### src/mh_sig_pkg.sv
// Shared types and constants for the MinHash signature block.
package mh_sig_pkg;

    localparam int NUM_HASHES = 16;
    localparam int IDX_W      = (NUM_HASHES > 1) ? $clog2(NUM_HASHES) : 1;
    localparam int SLOT_W     = 4;
    localparam int CMP_W      = (IDX_W > SLOT_W) ? IDX_W : SLOT_W;
    localparam int HB_W       = 5;

    localparam logic [HB_W-1:0] HASH_BITS_RST = HB_W'(16);
    localparam logic [31:0]     HASH_MAX_POS  = 32'h7FFF_FFFF;
    localparam logic [31:0]     NO_ELEMENT    = 32'hFFFF_FFFF;

    localparam logic OP_LOAD = 1'b0;
    localparam logic OP_ELEM = 1'b1;

    typedef struct packed {
        logic               op;
        logic [SLOT_W-1:0]  slot;
        logic [30:0]        coef_a;
        logic [30:0]        coef_b;
        logic signed [31:0] element;
        logic               last;
    } t_in_item;

    typedef struct packed {
        logic [3:0]         hash_index;
        logic signed [31:0] min_element;
        logic               last_entry;
    } t_out_item;

    // Token moving down the cell chain.
    typedef struct packed {
        logic     valid;
        t_in_item item;
    } t_tok;

endpackage

### src/mh_sig_cell.sv
// One hash cell: coefficients, running minimum and a two-stage hash datapath.
module mh_sig_cell (
    input  logic                       i_clk,
    input  logic                       i_rst_n,
    input  logic [mh_sig_pkg::IDX_W-1:0] i_cell_idx,
    input  logic [mh_sig_pkg::HB_W-1:0]  i_hash_bits,
    input  mh_sig_pkg::t_tok           i_tok,
    output mh_sig_pkg::t_tok           o_tok,
    input  logic                       i_shift,
    input  logic [31:0]                i_res_next,
    output logic [31:0]                o_res
);
    import mh_sig_pkg::*;

    t_tok        r_tok1, r_tok2;
    logic [30:0] r_a, r_b;
    logic [31:0] r_prod;
    logic [31:0] r_best_hash, r_best_elem, r_res;
    logic [31:0] lin, hash;
    logic [5:0]  shamt;
    logic        is_elem, better, slot_hit;
    logic [31:0] n_best_elem;

    assign slot_hit = (CMP_W'(i_cell_idx) == CMP_W'(r_tok1.item.slot));

    always_ff @(posedge i_clk) begin
        if (!i_rst_n) begin
            r_tok1.valid <= 1'b0;
            r_tok2.valid <= 1'b0;
        end else begin
            r_tok1.valid <= i_tok.valid;
            r_tok2.valid <= r_tok1.valid;
        end
        r_tok1.item <= i_tok.item;
        r_tok2.item <= r_tok1.item;
        r_prod      <= 32'({1'b0, r_a} * r_tok1.item.element);
        // coefficient load lands as the token passes stage 1
        if (r_tok1.valid && r_tok1.item.op == OP_LOAD && slot_hit) begin
            r_a <= r_tok1.item.coef_a;
            r_b <= r_tok1.item.coef_b;
        end
    end

    // stage 2: offset, arithmetic shift, signed compare
    assign lin     = r_prod + {1'b0, r_b};
    assign shamt   = 6'd32 - {1'b0, i_hash_bits};
    assign hash    = 32'($signed({{32{lin[31]}}, lin}) >>> shamt);
    assign is_elem = r_tok2.valid && (r_tok2.item.op == OP_ELEM);
    assign better  = $signed(hash) < $signed(r_best_hash);
    assign n_best_elem = better ? r_tok2.item.element : r_best_elem;

    always_ff @(posedge i_clk) begin
        if (!i_rst_n) begin
            r_best_hash <= HASH_MAX_POS;
            r_best_elem <= NO_ELEMENT;
        end else if (is_elem) begin
            if (r_tok2.item.last) begin
                r_best_hash <= HASH_MAX_POS;
                r_best_elem <= NO_ELEMENT;
            end else if (better) begin
                r_best_hash <= hash;
                r_best_elem <= r_tok2.item.element;
            end
        end
    end

    // result register: captured at end of set, shifted toward cell 0 on unload
    always_ff @(posedge i_clk) begin
        if (is_elem && r_tok2.item.last) begin
            r_res <= n_best_elem;
        end else if (i_shift) begin
            r_res <= i_res_next;
        end
    end

    assign o_tok = r_tok2;
    assign o_res = r_res;

endmodule

### config.mk
export PLATFORM = sky130hd
export DESIGN_NAME = mh_sig_cell
export DESIGN_NICKNAME = d
export VERILOG_FILES = /design/src/mh_sig_pkg.sv /design/src/mh_sig_cell.sv
export SDC_FILE = /design/constraint.sdc
export NUM_CORES = 2
export LEC_CHECK = 0
export BUFFER_PORTS_ARGS = -buffer_cell sky130_fd_sc_hd__buf_2
export CAP_MARGIN = 10
export CELL_PAD_IN_SITES_DETAIL_PLACEMENT = 2
export CELL_PAD_IN_SITES_GLOBAL_PLACEMENT = 2
export CORE_MARGIN = 2
export CORE_UTILIZATION = 40
export CTS_CLUSTER_DIAMETER = 60
export CTS_CLUSTER_SIZE = 24
export DETAILED_ROUTE_END_ITERATION = 8
export PLACE_DENSITY = 0.8
export SLEW_MARGIN = 30
export SYNTH_ARGS = -nofsm -noshare
export SYNTH_HDL_FRONTEND = slang
export SYNTH_SLANG_ARGS = --single-unit
### constraint.sdc
create_clock -name i_clk -period 11.4 [get_ports i_clk]
set_input_delay 2.28 -clock i_clk [delete_from_list [all_inputs] [get_ports i_clk]]
set_output_delay 2.28 -clock i_clk [all_outputs]
set_load 0.1 [all_outputs]
==> flow_metrics.env <==
export IMPL_grt_pass1_wl_um=186000
export IMPL_fp_dieH_um=282
export IMPL_powerDensity_mw_per_mm2=316
export IMPL_min_path_type="register to register"
export IMPL_drive_gt1_share_pct=13.4
export IMPL_pwr_share_comb_pct=70.4
export IMPL_synth_ff_type="dfxtp_1"
export IMPL_dieArea_mm2=0.0798
export IMPL_mostFrequentLayoutCell="inv_1"
export IMPL_cts_root_buffer="clkbuf_16"
export IMPL_setup_violations=0
export IMPL_max_slew_margin_rel_pct=29.3
export IMPL_utilization_pct=45.4
export IMPL_grt_usage_pct=31.4
export IMPL_dp_hpwl_um=91500
export IMPL_die_w_um=282
export IMPL_hold_violations=0
export IMPL_start_util_pct=40.2
export IMPL_io_pins=278
export IMPL_hold_depth=0
export IMPL_yosysWarnings=0
export IMPL_maxCapViolations=0
export IMPL_min_period_over_period_pct=79.4
export IMPL_htreeDepth=2
export IMPL_worst_slew_pin_slew_ns=1.06
export IMPL_route_detailed_drc=0
export IMPL_dpl_worst_slack_ns=1.50
export IMPL_core_mm2=0.0771
export IMPL_synth_top_family_by_area="adder cells"
export IMPL_ys_types=83
export IMPL_max_clock_path_buffers=3
export IMPL_cts_tree="built"
export IMPL_clock_sinks=392
export IMPL_cts_post_setup_buffers_inserted=0
export IMPL_leakage_nw=16.0
export IMPL_area_growth_syn_to_layout_pct=12.8
export IMPL_synth_yosys_seq_area_share_pct=28.3
export IMPL_internal_power_mw=5.49
export IMPL_synth_compound_area_share_pct=9.83
export IMPL_synth_enable_flop_cells=94
export IMPL_synthMuxAreaShare_pct=1.98
export IMPL_rsz0062_at_grt="no"
export IMPL_path_clk_slew_ns=0.08
export IMPL_period_needed_ns=9.05
export IMPL_nets=4072
export IMPL_routed_wl_um=126000
export IMPL_p_sw_share_pct=50.3
export IMPL_finalNonFillerCells=4414
export IMPL_synth_fa_ha_area_share_pct=33.8
export IMPL_grt_max_degree=57
export IMPL_cp_arrival_ns=9.41
export IMPL_via_per_inst=5.64
export IMPL_synth_seq_cells=392
export IMPL_netlist_instances=3136
export IMPL_gp_congestion=0.918
export IMPL_fmax_mhz=110
export IMPL_rows=102
export IMPL_tns_ns=0
export IMPL_power_mw=11.0
export IMPL_numPortBuffers=277
export IMPL_ctsResizeCount=0
export IMPL_grt_overflow_total=0
export IMPL_clock_latency_ns=0.62
export IMPL_antenna_found_initial=9
export IMPL_fin_ws_ns=2.35
export IMPL_firstDrtPassIters=5
export IMPL_seq_power_share_pct=15.8
export IMPL_clock_skew_ns=0.0253
export IMPL_p_switching_mw=5.56
export IMPL_synth_simple_area_share_pct=15.3
export IMPL_async_flop_share_pct=0
export IMPL_grt_pass1_vias=29300
export IMPL_synth_fp_nets=3874
export IMPL_vias=24900
export IMPL_crit_fanout=49
export IMPL_ant_nets=0
export IMPL_clkPwrFrac_pct=13.8
export IMPL_wire_per_inst_um=28.6
export IMPL_cts_made_buffers=41
export IMPL_reg2reg_depth=26
export IMPL_synth_cell_area_mm2=0.0310
export IMPL_drtIter0Drc=1514
export IMPL_required_ns=11.76
export IMPL_syn_area_per_cell_um2=9.89
export IMPL_path_class="input port to register"
export IMPL_final_cell_mix="434 x inv_1, 410 x fa_1, 363 x nand2_1"
export IMPL_fillers=8203
export IMPL_synthXorXnorAreaFrac_pct=3.05
export IMPL_placed_cells=4327
export IMPL_critPathCaptureType="register"
export IMPL_finalMaxSlewViolations=0
export IMPL_peakVddDrop_v=0.000249
export IMPL_start_kind="input port"
export IMPL_status="complete, no violations"
export IMPL_cts_hold_buf=0
power by group through the flow:
stage	clock network, mW	logic (mW)	registers [mW]
2_1_floorplan	0	5.03	1.93
3_3_place_gp	0	7.00	1.76
3_5_place_dp	0	7.53	1.77
4_1_cts	1.56	7.69	1.74
6_report	1.52	7.78	1.74
5_1_grt	1.62	8.47	1.75
metal layers:
| metal | share of wire [%] | track usage, % | vias to the layer above |
|---|---|---|---|
| li1 | - | - | 10600 |
| met1 | 38 | 36.1 | 13100 |
| met2 | 52 | 57.0 | 868 |
| met3 | 4.6 | 4.24 | 367 |
| met4 | 5.0 | 15.3 | 0 |
| met5 | 0 | 0 | - |
critical path: stages:
cell       delay [ns]
buf_2            0.58
inv_1            0.16
ha_1             0.34
buf_4            0.24
or4b_1           0.54
o211ai_1         0.11
or2_2            0.16
a2bb2oi_1        0.33
a21oi_1          0.18
a221o_1          0.32
a21oi_1          0.25
ha_1             0.31
a21o_1           0.18
a21o_1           0.18
a21o_1           0.17
a21o_1           0.17
a21oi_1          0.14
o21ai_0          0.13
or4b_2           0.65
nor4_1           0.27
nand2_1          0.17
a41oi_4          0.19
buf_4            0.50
nor3b_4          0.12
buf_6            0.20
buf_6            0.17
a221o_1          0.32
synth_stat cells, drive strengths merged, types with 77 or more instances:
master / instances / area share (%)
a21oi: 101 / 1.7
and2: 285 / 5.7
clkbuf: 135 / 1.6
dfxtp: 298 / 19
edfxtp: 94 / 9.1
fa: 410 / 26
ha: 183 / 7.4
inv: 434 / 5.3
nand2: 363 / 4.4
nand3: 99 / 1.6
nor2: 77 / 0.96
o21ai: 95 / 1.5
xnor2: 82 / 2.3
through the flow:
step / hold slack (ns) / area, um2
2_1_floorplan: 0.310 / 31000
3_3_place_gp: 0.317 / 33300
3_5_place_dp: 0.322 / 33400
4_1_cts: 0.341 / 34900
5_1_grt: 0.342 / 35000
6_report: 0.339 / 35000
registers in the layout, summed over array words and instances (netlist names):
name	cells
o_tok	101
r_tok1	101
o_res	32
r_best_elem	32
r_best_hash	32
r_prod	32
r_a	31
r_b	31
cell type report:
cell class,count,area (um2),share of cell area (%)
clock buffer,45,1090,3.13
sequential,392,8790,25.1
multi-input combinational,2141,19900,56.9
tap,1040,1300,3.72
inverter,435,1650,4.70
antenna,7,17.5,0.0501
clock inverter,31,437,1.25
timing repair buffer,323,1800,5.15
final timing paths:
path,start,to,slack (ns)
setup / recovery,i_hash_bits[0],o_res[16]$_DFFE_PP_,2.35
hold / removal,r_tok1[0]$_DFF_P_,o_tok[0]$_DFF_P_,0.34
setup reg to reg,r_b[15]$_DFFE_PP_,o_res[16]$_DFFE_PP_,2.99
hold reg to reg,r_tok1[0]$_DFF_P_,o_tok[0]$_DFF_P_,0.34
cell families after synthesis:
family	after synthesis
muxes	44
buffers and inverters	603
adders and majority gates	593
DFF	392
and+or+nand+nor	952
xor gates and xnor gates	108
AOI/OAI and AO/OA	444
No activity file was read; power rests on OpenSTA's default activity.
